`src/hdl/cfd_pkg.sv`:
```
// Types, codes and reset values of the command frame deframer.
package cfd_pkg;

  // Bytes of the frame header: module, index and separator.
  localparam int unsigned HeaderBytes = 3;

  localparam logic [7:0] START_ONE_RESET = 8'd35;
  localparam logic [7:0] START_TWO_RESET = 8'd35;
  localparam logic [7:0] SEPARATOR_RESET = 8'd44;
  localparam logic [7:0] END_RESET       = 8'd10;
  localparam logic [7:0] QUOTE_RESET     = 8'd34;
  localparam logic [7:0] CMD_LIMIT_RESET = 8'd32;
  localparam logic [7:0] PAR_LIMIT_RESET = 8'd16;
  localparam logic [7:0] STR_LIMIT_RESET = 8'd64;

  localparam logic [2:0] FID_COMMAND = 3'd0;
  localparam logic [2:0] FID_STRING  = 3'd5;

  typedef enum logic [3:0] {
    PH_WAIT      = 4'd0,
    PH_START2    = 4'd1,
    PH_HEADER    = 4'd2,
    PH_COMMAND   = 4'd3,
    PH_PAR1      = 4'd4,
    PH_PAR2      = 4'd5,
    PH_PAR3      = 4'd6,
    PH_PAR4      = 4'd7,
    PH_STR_START = 4'd8,
    PH_STR_DATA  = 4'd9,
    PH_STR_END   = 4'd10
  } phase_t;

  typedef enum logic [2:0] {
    EV_HEADER    = 3'd0,
    EV_BYTE      = 3'd1,
    EV_FIELD_END = 3'd2,
    EV_FRAME_END = 3'd3,
    EV_ABORT     = 3'd4
  } event_t;

  typedef enum logic [2:0] {
    AB_BAD_START     = 3'd0,
    AB_BAD_SEPARATOR = 3'd1,
    AB_FIELD_LONG    = 3'd2,
    AB_STRING_LONG   = 3'd3,
    AB_BAD_STR_START = 3'd4,
    AB_BAD_STR_END   = 3'd5
  } cause_t;

  typedef enum logic [2:0] {
    CFG_START_ONE = 3'd0,
    CFG_START_TWO = 3'd1,
    CFG_SEPARATOR = 3'd2,
    CFG_END       = 3'd3,
    CFG_QUOTE     = 3'd4,
    CFG_CMD_LIMIT = 3'd5,
    CFG_PAR_LIMIT = 3'd6,
    CFG_STR_LIMIT = 3'd7
  } cfg_reg_t;

  typedef struct packed {
    event_t     ev;
    logic [2:0] fid;
    logic [7:0] data;
    logic [7:0] idx;
    cause_t     cause;
  } cfd_result_t;

endpackage

```
`src/hdl/command_frame_deframer.sv`:
```
// Command frame deframer: splits a received byte stream into framed command events.
//
// The block takes one received byte per clock on the in_valid/in_ready channel and
// follows the frame grammar: a two-byte start mark, a module byte, an index byte and
// a separator (announced by one header result), then a command field and up to four
// parameter fields whose bytes are passed on one by one, each closed by the separator
// (field end) or by the end byte (frame end), and after the fourth parameter an
// optional quoted string. Broken or over-long frames give an abort result with its
// cause and the hunt for the start mark begins again. Each byte causes at most one
// result, which is registered in the output stage before it is shown on the
// out_valid/out_ready channel. The sustained rate is one byte per clock: the phase
// logic settles the next state and the result combinationally, and results go into
// a two-entry output stage (a result register backed by a skid register), so in_ready
// drops only when both entries hold results that the downstream side has not yet
// taken. Bytes that cause no result are still held back while in_ready is low. The
// configuration registers are written through cfg_we, cfg_index and cfg_data and
// must only be changed while the block is idle.
module command_frame_deframer
  import cfd_pkg::*;
(
  input  logic       clk,
  input  logic       rst,
  input  logic       cfg_we,
  input  logic [2:0] cfg_index,
  input  logic [7:0] cfg_data,
  input  logic       in_valid,
  output logic       in_ready,
  input  logic [7:0] rx_byte,
  output logic       out_valid,
  input  logic       out_ready,
  output logic [2:0] event_res,
  output logic [2:0] field_id,
  output logic [7:0] data_byte,
  output logic [7:0] index_byte,
  output logic [2:0] abort_cause
);

  localparam logic [1:0] HdrModule = 2'd0;
  localparam logic [1:0] HdrIndex  = 2'(HeaderBytes - 2);

  // Configuration registers.
  logic [7:0] start_mark_one;
  logic [7:0] start_mark_two;
  logic [7:0] separator_byte;
  logic [7:0] end_byte;
  logic [7:0] quote_byte;
  logic [7:0] command_length_limit;
  logic [7:0] parameter_length_limit;
  logic [7:0] string_length_limit;

  // Frame state.
  phase_t     phase, phase_next;
  logic [1:0] header_count, header_count_next;
  logic [7:0] module_hold, module_hold_next;
  logic [7:0] index_hold, index_hold_next;
  logic [7:0] field_length, field_length_next;

  // Output stage.
  logic        out_full;
  logic        skid_full;
  cfd_result_t out_res;
  cfd_result_t skid_res;

  logic        accept;
  logic        pop;
  logic        push;
  logic        has_result;
  cfd_result_t res;

  logic [8:0] len;
  logic [7:0] field_limit;
  logic [3:0] phase_offset;
  logic [2:0] phase_fid;

  assign accept = in_valid && in_ready;
  assign pop    = out_full && out_ready;
  assign push   = accept && has_result;

  // The input side only stalls when the skid register is occupied.
  assign in_ready = !skid_full;

  // Length the current field would reach with this byte.
  assign len          = {1'b0, field_length} + 9'd1;
  assign field_limit  = (phase == PH_COMMAND) ? command_length_limit : parameter_length_limit;
  assign phase_offset = phase - PH_COMMAND;

  // Field that the current phase is collecting; header and hunt phases report the command.
  always_comb begin
    if (phase >= PH_COMMAND && phase <= PH_PAR4) begin
      phase_fid = phase_offset[2:0];
    end else if (phase >= PH_STR_START && phase <= PH_STR_END) begin
      phase_fid = FID_STRING;
    end else begin
      phase_fid = FID_COMMAND;
    end
  end

  // Next-state logic of the frame sequencer.
  always_comb begin
    phase_next        = phase;
    header_count_next = header_count;
    module_hold_next  = module_hold;
    index_hold_next   = index_hold;
    field_length_next = field_length;
    unique case (phase)
      PH_START2: begin
        header_count_next = 2'd0;
        if (rx_byte == start_mark_two) begin
          phase_next = PH_HEADER;
        end else begin
          phase_next        = PH_WAIT;
          field_length_next = 8'd0;
        end
      end
      PH_HEADER: begin
        if (header_count == HdrModule) begin
          module_hold_next  = rx_byte;
          header_count_next = header_count + 2'd1;
        end else if (header_count == HdrIndex) begin
          index_hold_next   = rx_byte;
          header_count_next = header_count + 2'd1;
        end else begin
          header_count_next = 2'd0;
          field_length_next = 8'd0;
          phase_next        = (rx_byte == separator_byte) ? PH_COMMAND : PH_WAIT;
        end
      end
      PH_COMMAND, PH_PAR1, PH_PAR2, PH_PAR3, PH_PAR4: begin
        if (rx_byte == end_byte) begin
          phase_next        = PH_WAIT;
          field_length_next = 8'd0;
        end else if (rx_byte == separator_byte) begin
          // The fourth parameter steps on into the string opening phase.
          phase_next        = phase_t'(phase + 4'd1);
          field_length_next = 8'd0;
        end else if (len >= {1'b0, field_limit}) begin
          phase_next        = PH_WAIT;
          header_count_next = 2'd0;
          field_length_next = 8'd0;
        end else begin
          field_length_next = len[7:0];
        end
      end
      PH_STR_START: begin
        if (rx_byte == quote_byte) begin
          phase_next        = PH_STR_DATA;
          field_length_next = 8'd0;
        end else if (rx_byte == end_byte) begin
          phase_next = PH_WAIT;
        end else begin
          phase_next        = PH_WAIT;
          header_count_next = 2'd0;
          field_length_next = 8'd0;
        end
      end
      PH_STR_DATA: begin
        if (rx_byte == quote_byte) begin
          phase_next = PH_STR_END;
        end else if (len > {1'b0, string_length_limit}) begin
          phase_next        = PH_WAIT;
          header_count_next = 2'd0;
          field_length_next = 8'd0;
        end else begin
          field_length_next = len[7:0];
        end
      end
      PH_STR_END: begin
        phase_next        = PH_WAIT;
        field_length_next = 8'd0;
        if (rx_byte != end_byte) begin
          header_count_next = 2'd0;
        end
      end
      default: begin
        // Hunting for the first start mark byte.
        phase_next        = (rx_byte == start_mark_one) ? PH_START2 : PH_WAIT;
        header_count_next = 2'd0;
      end
    endcase
  end

  // Result of the byte presented in this cycle.
  always_comb begin
    has_result = 1'b0;
    res.ev     = EV_BYTE;
    res.fid    = phase_fid;
    res.data   = 8'd0;
    res.idx    = 8'd0;
    res.cause  = AB_BAD_START;
    unique case (phase)
      PH_START2: begin
        if (rx_byte != start_mark_two) begin
          has_result = 1'b1;
          res.ev     = EV_ABORT;
          res.cause  = AB_BAD_START;
        end
      end
      PH_HEADER: begin
        if (header_count != HdrModule && header_count != HdrIndex) begin
          has_result = 1'b1;
          if (rx_byte == separator_byte) begin
            res.ev   = EV_HEADER;
            res.data = module_hold;
            res.idx  = index_hold;
          end else begin
            res.ev    = EV_ABORT;
            res.cause = AB_BAD_SEPARATOR;
          end
        end
      end
      PH_COMMAND, PH_PAR1, PH_PAR2, PH_PAR3, PH_PAR4: begin
        has_result = 1'b1;
        if (rx_byte == end_byte) begin
          res.ev = EV_FRAME_END;
        end else if (rx_byte == separator_byte) begin
          res.ev = EV_FIELD_END;
        end else if (len >= {1'b0, field_limit}) begin
          res.ev    = EV_ABORT;
          res.cause = AB_FIELD_LONG;
        end else begin
          res.data = rx_byte;
        end
      end
      PH_STR_START: begin
        if (rx_byte != quote_byte) begin
          has_result = 1'b1;
          if (rx_byte == end_byte) begin
            res.ev = EV_FRAME_END;
          end else begin
            res.ev    = EV_ABORT;
            res.cause = AB_BAD_STR_START;
          end
        end
      end
      PH_STR_DATA: begin
        has_result = 1'b1;
        if (rx_byte == quote_byte) begin
          res.ev = EV_FIELD_END;
        end else if (len > {1'b0, string_length_limit}) begin
          res.ev    = EV_ABORT;
          res.cause = AB_STRING_LONG;
        end else begin
          res.data = rx_byte;
        end
      end
      PH_STR_END: begin
        has_result = 1'b1;
        if (rx_byte == end_byte) begin
          res.ev = EV_FRAME_END;
        end else begin
          res.ev    = EV_ABORT;
          res.cause = AB_BAD_STR_END;
        end
      end
      default: begin
        has_result = 1'b0;
      end
    endcase
  end

  // Configuration, frame state and occupancy of the output stage.
  always_ff @(posedge clk) begin
    if (rst) begin
      start_mark_one         <= START_ONE_RESET;
      start_mark_two         <= START_TWO_RESET;
      separator_byte         <= SEPARATOR_RESET;
      end_byte               <= END_RESET;
      quote_byte             <= QUOTE_RESET;
      command_length_limit   <= CMD_LIMIT_RESET;
      parameter_length_limit <= PAR_LIMIT_RESET;
      string_length_limit    <= STR_LIMIT_RESET;
      phase                  <= PH_WAIT;
      header_count           <= 2'd0;
      module_hold            <= 8'd0;
      index_hold             <= 8'd0;
      field_length           <= 8'd0;
      out_full               <= 1'b0;
      skid_full              <= 1'b0;
    end else begin
      if (cfg_we) begin
        unique case (cfg_index)
          CFG_START_ONE: start_mark_one         <= cfg_data;
          CFG_START_TWO: start_mark_two         <= cfg_data;
          CFG_SEPARATOR: separator_byte         <= cfg_data;
          CFG_END:       end_byte               <= cfg_data;
          CFG_QUOTE:     quote_byte             <= cfg_data;
          CFG_CMD_LIMIT: command_length_limit   <= cfg_data;
          CFG_PAR_LIMIT: parameter_length_limit <= cfg_data;
          CFG_STR_LIMIT: string_length_limit    <= cfg_data;
        endcase
      end
      if (accept) begin
        phase        <= phase_next;
        header_count <= header_count_next;
        module_hold  <= module_hold_next;
        index_hold   <= index_hold_next;
        field_length <= field_length_next;
      end
      // While the skid register is full no request is accepted, so a pop simply
      // moves the skid entry forward.
      if (skid_full) begin
        if (pop) begin
          skid_full <= 1'b0;
        end
      end else if (push) begin
        if (out_full && !pop) begin
          skid_full <= 1'b1;
        end else begin
          out_full <= 1'b1;
        end
      end else if (pop) begin
        out_full <= 1'b0;
      end
    end
  end

  // Result payloads carry no reset.
  always_ff @(posedge clk) begin
    if (skid_full) begin
      if (pop) begin
        out_res <= skid_res;
      end
    end else if (push) begin
      if (out_full && !pop) begin
        skid_res <= res;
      end else begin
        out_res <= res;
      end
    end
  end

  assign out_valid   = out_full;
  assign event_res   = out_res.ev;
  assign field_id    = out_res.fid;
  assign data_byte   = out_res.data;
  assign index_byte  = out_res.idx;
  assign abort_cause = out_res.cause;

endmodule

```
`config.mk`:
```
export PLATFORM = sky130hd
export DESIGN_NAME = command_frame_deframer
export DESIGN_NICKNAME = d
export VERILOG_FILES = /design/src/hdl/cfd_pkg.sv /design/src/hdl/command_frame_deframer.sv
export SDC_FILE = /design/constraint.sdc
export NUM_CORES = 1
export LEC_CHECK = 0
export ABC_AREA = 1
export ABC_CLOCK_PERIOD_IN_PS = 4000
export BUFFER_PORTS_ARGS = -buffer_cell sky130_fd_sc_hd__clkbuf_2
export CAP_MARGIN = 20
export CORE_MARGIN = 5
export CORE_UTILIZATION = 29
export CTS_CLUSTER_DIAMETER = 50
export CTS_CLUSTER_SIZE = 25
export DETAILED_ROUTE_END_ITERATION = 10
export GPL_TIMING_DRIVEN = 0
export PLACE_DENSITY = 0.45
export SYNTH_ARGS = -nofsm -noshare
export SYNTH_HDL_FRONTEND = slang
export SYNTH_SLANG_ARGS = --single-unit
```
`constraint.sdc`:
```
create_clock -name clk -period 4 [get_ports clk]
set_input_delay 0.6 -clock clk [delete_from_list [all_inputs] [get_ports clk]]
set_output_delay 0.6 -clock clk [all_outputs]
set_load 0.02 [all_outputs]
```
After elaboration in Yosys (flattened, before gate mapping)
Index checks and enable logic that the tools add are counted.

Flip-flop bits (word level): 146. Output and inout bits: 27. Logic and storage cells: 196. Input bits: 24.

Reductions and logical operators: 33. Muxes and demuxes: 82. $lt $le $gt $ge: 6. Add/sub/neg operators: 4. Equal/unequal tests: 44. Bitwise gates (word level): 2.

Operator list (count): 8-bit two-way mux (17); 25-bit two-way mux (4); 8-bit one-hot mux with 6 select lines (1); 3-bit two-way mux (15); 8-bit == test (5); 2-bit two-way mux (17); 4-bit two-way mux (8); 2-bit != test, second input constant (13); 8-bit != test (3); 4-bit one-hot mux with 6 select lines (1); 8-bit one-hot mux with 3 select lines (1); 19-bit two-way mux (1); 3-bit one-hot mux with 6 select lines (1); 4-bit by 3-bit == test with 1-bit output, second input constant (4); 16-bit two-way mux (1); 2-bit AND reduction (8); 3-bit one-hot mux with 5 select lines (1); 3-bit == test, second input constant (4); 4-bit == test, second input constant (3); 1-bit two-way mux (12); 3-bit AND reduction (4); 2-bit one-hot mux with 5 select lines (1); 8-bit by 1-bit adder with 9-bit output, second input constant (1); 9-bit by 8-bit >= comparator with 1-bit output (1); 30 further kinds (44).

Longest topological paths before layout
Gate-level depths: netlist (run 1).

Word-level depth: 10. Mapped depth: 19. Mapped depth without buffers: 19.

Worst setup path before layout (run 1)
Ideal clock, no wire load.

Path kind: input -> register. From: input port rx_byte[5]. To: register out_res, in the netlist abort_cause[0] (enable). Setup time: 0.415 ns. Required time: 3.585 ns. Setup slack: 1.030 ns. Stages: 10. Path buffers: 1. Arrival time: 2.554 ns. Cells stage by stage: buf_4 > inv_1 > nand2_1 > nand4_1 > nor2_1 > nand2_1 > a21oi_1 > nand3_1 > nand2_1 > a21oi_1.

Longest elaborated chain between the ends: 6. Elaborated cells on any way between the ends: 8.

Ends and longest elaborated chain: from (decl) (RTL line command_frame_deframer.sv:28) `input logic [7:0] rx_byte,`; 8-bit != test (on tied branches) (RTL line command_frame_deframer.sv:225, command_frame_deframer.sv:192); 1-bit two-way mux (on tied branches) (RTL line command_frame_deframer.sv:225, command_frame_deframer.sv:192); 1-bit one-hot mux with 4 select lines * (RTL line command_frame_deframer.sv:190) `unique case (phase)`; 1-bit logical AND * (RTL line command_frame_deframer.sv:77) `assign push = accept && has_result;`; 2-bit nonzero test (no source line) *; 3-bit AND reduction (no source line) *; to (signal assigned) (RTL line command_frame_deframer.sv:321) `out_res <= skid_res;`; to (signal assigned) (RTL line command_frame_deframer.sv:327) `out_res <= res;`; to (decl) (RTL line command_frame_deframer.sv:61) `cfd_result_t out_res;`.

Every way passes the cells marked *; elsewhere a longest branch is shown, timed or not. A chain may end at the register's enable or synchronous reset.

==> impl_metrics.yaml, run 1 <==
run_status:
  status: "finished clean"
setup_path:
  path_cells: "ha_1 > nand3_2 > xnor2_1 > ha_1 > nand2_1 > nor2_1 > nand2_1 > nand3_1 > nand2_1 > nand3_1 > nand2_1 > nand2_1 > nand2_2 > nand2_2 > nand2_4 > nand2_1 > nand2_1 > nand2_1 > nand2_1"
  crit_path_top_delay_cell: "dfxtp_1"
  r2r_cells: 19
  cp_max_fo: 8
  cp-start-kind: "register"
  r2r_setup_slack_ns: 1.03
  slowest_delay_ns: 0.44
  crit_path_end_kind: "register"
  crit_type: "register to register"
  cp.arrival_ns: 3.16
  crit_path_frequent_cell: "nand2_1"
  required_ns: 4.19
power:
  power_switching_mw: 1.10
  power_frac_clock: 0.435
  comb_power_share: 0.132
  power_density_nw_per_um2: 456
  internal_power_mw: 2.73
  power_leakage_nw: 3.71
  p_sw_frac: 0.287
  ir_worst_vdd_mv: 0.244
  sequentialPowerShare: 0.433
placement:
  place_congestion: 0.859
  dpl.hpwl_um: 14000
  place_area_um2: 7800
  port_buffers: 34
cts:
  cts.sinks: 146
  clock_latency_ns: 0.43
  cts_hold_buffers: 0
  cts_made_buffers: 17
  root_buffer: "clkbuf_16"
  cts_tree: "done"
  path_clk_slew_ns: 0.06
  cts_max_path_buffers: 2
  cts_resized: 0
  cts_setup_buffers: 0
  htreeDepth: 4
global_route:
  overflow: 0
  grt_pass1_vias: 5565
  grt_start_max_net_pins: 26
  grt_usage: 0.139
  grt_pass1_wl_um: 30800
  antenna_found_initial: 0
final_layout:
  layout_commonest_cell: "nand2_1"
  drive_above_1_share: 0.116
  most-common-layout-cells: "215 x nand2_1, 144 x nor2_1, 96 x dfxtp_1"
  area_growth_pct: 16.9
  antenna_cells: 0
  nNetsFinal: 1015
  final_area_um2: 8410
yosys:
  synth-seq-cells: 146
  avgSynthCellArea_um2: 7.85
  async_reset_ff_frac: 0
  synth_nets: 960
  syn_area_um2: 7190
  syn_inst: 917
  synth_cell_types: 35
  synth_edf_count: 50
  synth-seq-area-share: 0.476
  yosysWarningCount: 0
  synth_ff_type: "dfxtp_1"
timing:
  max_freq_mhz: 336
  hold_viol: 0
  relSlewSlack: 0.371
  fin_crit_sh: 0.743
  rsz0062_at_grt: "no"
  worst_pin_slew_ns: 0.942
  finClkSkew_ns: 0.0113
  fin_crit_ns: 2.97
  slew_violations: 0
  setup_violations: 0
  finalSetupTns_ns: 0
die:
  initial_core_util: 0.295
  chipWidth_um: 168
  io_pins: 51
  die_area_um2: 28100
  die_y_um: 168
  core_area_um2: 24400
  num_rows: 57
worst_hold_path:
  hold_class: "primary input to register"
  hold_depth: 2
route:
  vias: 5830
  wl_um: 18900
  detail-route-antenna-nets: 0
  first_pass_iters: 5
  viasPerCell: 4.45
  wl_per_cell_um: 14.5
  drc: 0
  drt_iter0_markers: 429
job:
  drv_cap: 0
==> worst paths after layout <==
check	end	startpoint
setup / recovery	data_byte[6]$_DFFE_PP_	field_length[0]$_SDFFE_PP0P_
hold / removal	field_length[1]$_SDFFE_PP0P_	rst
setup reg to reg	data_byte[6]$_DFFE_PP_	field_length[0]$_SDFFE_PP0P_
hold reg to reg	parameter_length_limit[6]$_SDFFE_PP0P_	parameter_length_limit[6]$_SDFFE_PP0P_
==> power by group through the flow <==
stage	combinational [mW]	clock, mW	sequential (mW)
2_1_floorplan	0.311	0	1.73
3_3_place_gp	0.501	0	1.69
3_5_place_dp	0.511	0	1.69
4_1_cts	0.513	1.70	1.66
5_1_grt	0.572	1.77	1.67
6_report	0.506	1.66	1.66
==> final cells by class <==
cell class,instances,area (um^2)
repair buffers,36,193
well taps,324,405
inverters,97,364
plain buffers,35,171
clock inverters,15,185
flip-flops and latches,146,3420
clock buffers,17,425
multi-input cells,639,3240
fillers,2614,16000
==> flip-flops by register name (all words and copies together), names as in the netlist, 8 cells and up <==
signal	count
skid_res	25
data_byte	8
start_mark_one	8
index_hold	8
command_length_limit	8
index_byte	8
field_length	8
string_length_limit	8
quote_byte	8
end_byte	8
separator_byte	8
parameter_length_limit	8
start_mark_two	8
module_hold	8
==> metal layers <==
layer	up-vias	wire length, um	GRT usage
li1	3059	-	-
met1	2665	9910	0.200
met2	87	8160	0.212
met3	19	607	0.0271
met4	0	248	0.0385
met5	-	0	0
==> cells in the mapped netlist, types with 3 or more instances <==
cell type | instances | area share
buf_4 | 6 | 0.0063
inv_2 | 7 | 0.0037
a21oi_1 | 48 | 0.033
ha_1 | 19 | 0.033
inv_1 | 88 | 0.046
nand2_2 | 7 | 0.0061
nor2_1 | 144 | 0.075
nand3_1 | 50 | 0.035
nand3_2 | 3 | 0.0042
nand4_1 | 9 | 0.0078
buf_1 | 8 | 0.0042
xnor2_1 | 24 | 0.029
o211ai_1 | 4 | 0.0042
clkbuf_1 | 17 | 0.0089
xor2_1 | 13 | 0.016
mux2i_1 | 6 | 0.0083
mux2_2 | 9 | 0.014
o21ai_0 | 72 | 0.050
edfxtp_1 | 50 | 0.21
dfxtp_1 | 96 | 0.27
nand2_1 | 215 | 0.11
==> per-stage QoR <==
step	util	std cells	setup WS, ns	total power, mW	hold WS [ns]
final	0.345	1309	1.03	3.83	0.408
after global routing	0.345	1309	0.627	4.01	0.399
after CTS	0.345	1309	0.982	3.87	0.403
after detailed placement	0.320	1277	1.00	2.20	0.444
after global placement	0.319	1275	0.164	2.20	0.439
after floorplan	-	917	1.03	2.04	0.428
==> critical path, delay by kind of cell, from the launching register on <==
kind | cells | cell delay [ns]
flip-flops | 1 | 0.44
XOR/XNOR | 1 | 0.34
AND/OR/NAND/NOR | 16 | 1.50
adder cells (fa/ha/maj) | 2 | 0.46
==> cell families (layout without fill, tap and decap cells) <==
| group | count (synthesis) | count (layout) | share of synthesized area |
|---|---|---|---|
| buffers and inverters | 132 | 200 | 0.0744 |
| adder cells (fa/ha/maj) | 19 | 19 | 0.0330 |
| AND/OR/NAND/NOR | 439 | 439 | 0.256 |
| AO/OA/AOI/OAI | 129 | 129 | 0.0929 |
| flip-flops | 146 | 146 | 0.476 |
| XOR/XNOR | 37 | 37 | 0.0450 |
| multiplexers | 15 | 15 | 0.0224 |
Note: power is estimated with default switching activity, not from simulation.
==> run 2, diff against run 1 <==
--- a/config.mk
+++ b/config.mk
@@ -6,7 +6,7 @@
 export NUM_CORES = 1
 export LEC_CHECK = 0
 export ABC_AREA = 1
-export ABC_CLOCK_PERIOD_IN_PS = 4000
+export ABC_CLOCK_PERIOD_IN_PS = 2700
 export BUFFER_PORTS_ARGS = -buffer_cell sky130_fd_sc_hd__clkbuf_2
 export CAP_MARGIN = 20
 export CORE_MARGIN = 5
@@ -15,7 +15,7 @@
 export CTS_CLUSTER_SIZE = 25
 export DETAILED_ROUTE_END_ITERATION = 10
 export GPL_TIMING_DRIVEN = 0
-export PLACE_DENSITY = 0.45
+export PLACE_DENSITY = 0.47
 export SYNTH_ARGS = -nofsm -noshare
 export SYNTH_HDL_FRONTEND = slang
 export SYNTH_SLANG_ARGS = --single-unit
==> constraint.sdc (replaced) <==
create_clock -name clk -period 2.7 [get_ports clk]
set_input_delay 0.405 -clock clk [delete_from_list [all_inputs] [get_ports clk]]
set_output_delay 0.405 -clock clk [all_outputs]
set_load 0.02 [all_outputs]
==> run 2 against run 1 <==
Final cell count grew 0.76%. Power grew 47%. Hold slack got worse by 0.21 ns. Global-route usage down 0.33 points. Routed wire length up 0.55%. Via count is 2.5% higher. Core utilization is 0.88 points higher. Non-clock buffer count grew 9. Sequential share of layout area decreased by 0.84 points. Count of clock-buffer cells in the layout unchanged. Critical endpoint is now data_byte[3]$_DFFE_PP_. Largest cell class unchanged. Largest power group unchanged. Highest routed layer unchanged.
==> impl_metrics.yaml, run 2 (same netlist as run 1, synthesis figures left out) <==
run_status:
  status: "finished clean"
route:
  wl_per_cell_um: 14.4
  drt_iter0_markers: 412
  first_pass_iters: 5
  drc: 0
  detail-route-antenna-nets: 0
  viasPerCell: 4.53
  wl_um: 19000
  vias: 5973
cts:
  cts.sinks: 146
  path_clk_slew_ns: 0.07
  cts_made_buffers: 17
  clock_latency_ns: 0.44
  cts_max_path_buffers: 2
  root_buffer: "clkbuf_16"
  htreeDepth: 4
  cts_hold_buffers: 0
  cts_tree: "done"
timing:
  worst_pin_slew_ns: 0.794
  slew_violations: 0
  hold_viol: 0
  rsz0062_at_grt: "yes"
  setup_violations: 0
  finClkSkew_ns: 0.0145
  hold_ws_ns: 0.200
  fin_crit_ns: 2.53
  max_freq_mhz: 396
  relSlewSlack: 0.470
  fin_crit_sh: 0.936
die:
  die_y_um: 168
  die_area_um2: 28100
  chipWidth_um: 168
  num_rows: 57
  initial_core_util: 0.295
  io_pins: 51
  core_area_um2: 24400
final_layout:
  area_growth_pct: 19.8
  nNetsFinal: 1025
  largest_reg_flops: 25
  regMostFlops: "skid_res"
  final_area_um2: 8620
  antenna_cells: 0
  fill_cells: 2614
  layout_commonest_cell: "nand2_1"
  drive_above_1_share: 0.154
  final_cells: 1319
  most-common-layout-cells: "203 x nand2_1, 143 x nor2_1, 90 x dfxtp_1"
global_route:
  grt_usage: 0.135
  grt_start_max_net_pins: 26
  overflow: 0
  grt_pass1_wl_um: 30400
  antenna_found_initial: 0
  grt_pass1_vias: 5588
placement:
  port_buffers: 34
  dpl.hpwl_um: 13800
  place_area_um2: 7790
  post-place-cells: 1276
  place_congestion: 0.854
setup_path:
  required_ns: 2.89
  cp_max_fo: 8
  r2r_cells: 19
  crit_type: "register to register"
  cp.arrival_ns: 2.72
  crit_path_end_kind: "register"
  cp-start-kind: "register"
power:
  ir_worst_vdd_mv: 0.459
  power_density_nw_per_um2: 653
  power_leakage_nw: 3.73
job:
  drv_cap: 0
worst_hold_path:
  hold_class: "primary input to register"
  hold_depth: 2
## run 2: changes by cell type in the layout (fill, tap and decap cells not counted), moves of 3 or more
cell,change
buf_4,+10
clkinvlp_4,+4
dfxtp_1,-6
dfxtp_2,+3
dfxtp_4,+3
ha_1,-4
ha_4,+4
nand2_1,-12
nand2_2,+10
## run 2: repair_timing
action	in CTS	in global routing
endpoints found under the hold margin	0	0
resized for setup	16	27
setup endpoints to repair	38	78
pin swaps	3	10
gates cloned	0	1
setup buffers	2	8
## run 2: power breakdown
part | internal, mW | switching, mW
registers | 2.41 | 0.0520
clock network | 1.31 | 1.08
logic | 0.253 | 0.526
## run 2: metal layers
layer | track usage | part of all wire | vias to the layer above
met5 | 0 | 0 | -
met4 | 0.0413 | 0.013 | 0
met3 | 0.0257 | 0.043 | 17
met2 | 0.210 | 0.45 | 128
met1 | 0.192 | 0.49 | 2738
li1 | - | - | 3090
## run 2: final timing paths
check	from	endpoint	slack [ns]
max reg2reg	field_length[0]$_SDFFE_PP0P_	data_byte[3]$_DFFE_PP_	0.17
max	field_length[0]$_SDFFE_PP0P_	data_byte[3]$_DFFE_PP_	0.17
min reg2reg	string_length_limit[7]$_SDFFE_PP0P_	string_length_limit[7]$_SDFFE_PP0P_	0.47
min	rst	field_length[1]$_SDFFE_PP0P_	0.20
## run 2: final cells by class
class / instances / area, um^2 / share of cell area
Inverter: 97 / 368 / 0.0427
Clock buffer: 17 / 425 / 0.0493
Multi-Input combinational cell: 639 / 3380 / 0.392
Timing Repair inverter: 1 / 7.51 / 0.000871
Clock inverter: 15 / 161 / 0.0187
Tap cell: 324 / 405 / 0.0470
Sequential cell: 146 / 3440 / 0.399
Buffer: 35 / 173 / 0.0200
Timing Repair Buffer: 45 / 260 / 0.0302
## run 2: stage by stage
stage | total power [mW] | util | worst slack [ns] | setup TNS [ns]
CTS | 5.67 | 0.347 | 0.00664 | 0
global placement | 3.25 | 0.319 | -0.298 | -10.94
floorplan | 3.03 | - | 0.253 | 0
finish | 5.63 | 0.353 | 0.173 | 0
detailed placement | 3.26 | 0.319 | -0.279 | -5.45
global route | 5.89 | 0.353 | -0.0393 | -0.265
## run 2: critical path: stages, from the launching register on
cell	delay, ns
dfxtp_4	0.38
ha_4	0.16
nand3_4	0.12
xnor2_4	0.21
ha_4	0.29
nand2_1	0.07
nor2_2	0.11
nand2_1	0.06
nand3_1	0.06
nand2_1	0.05
nand3_1	0.08
nand2_1	0.07
nand2_2	0.09
nand2_4	0.08
nand2_4	0.08
nand2_4	0.09
nand2_1	0.10
nand2_2	0.07
nand2_1	0.06
nand2_1	0.06
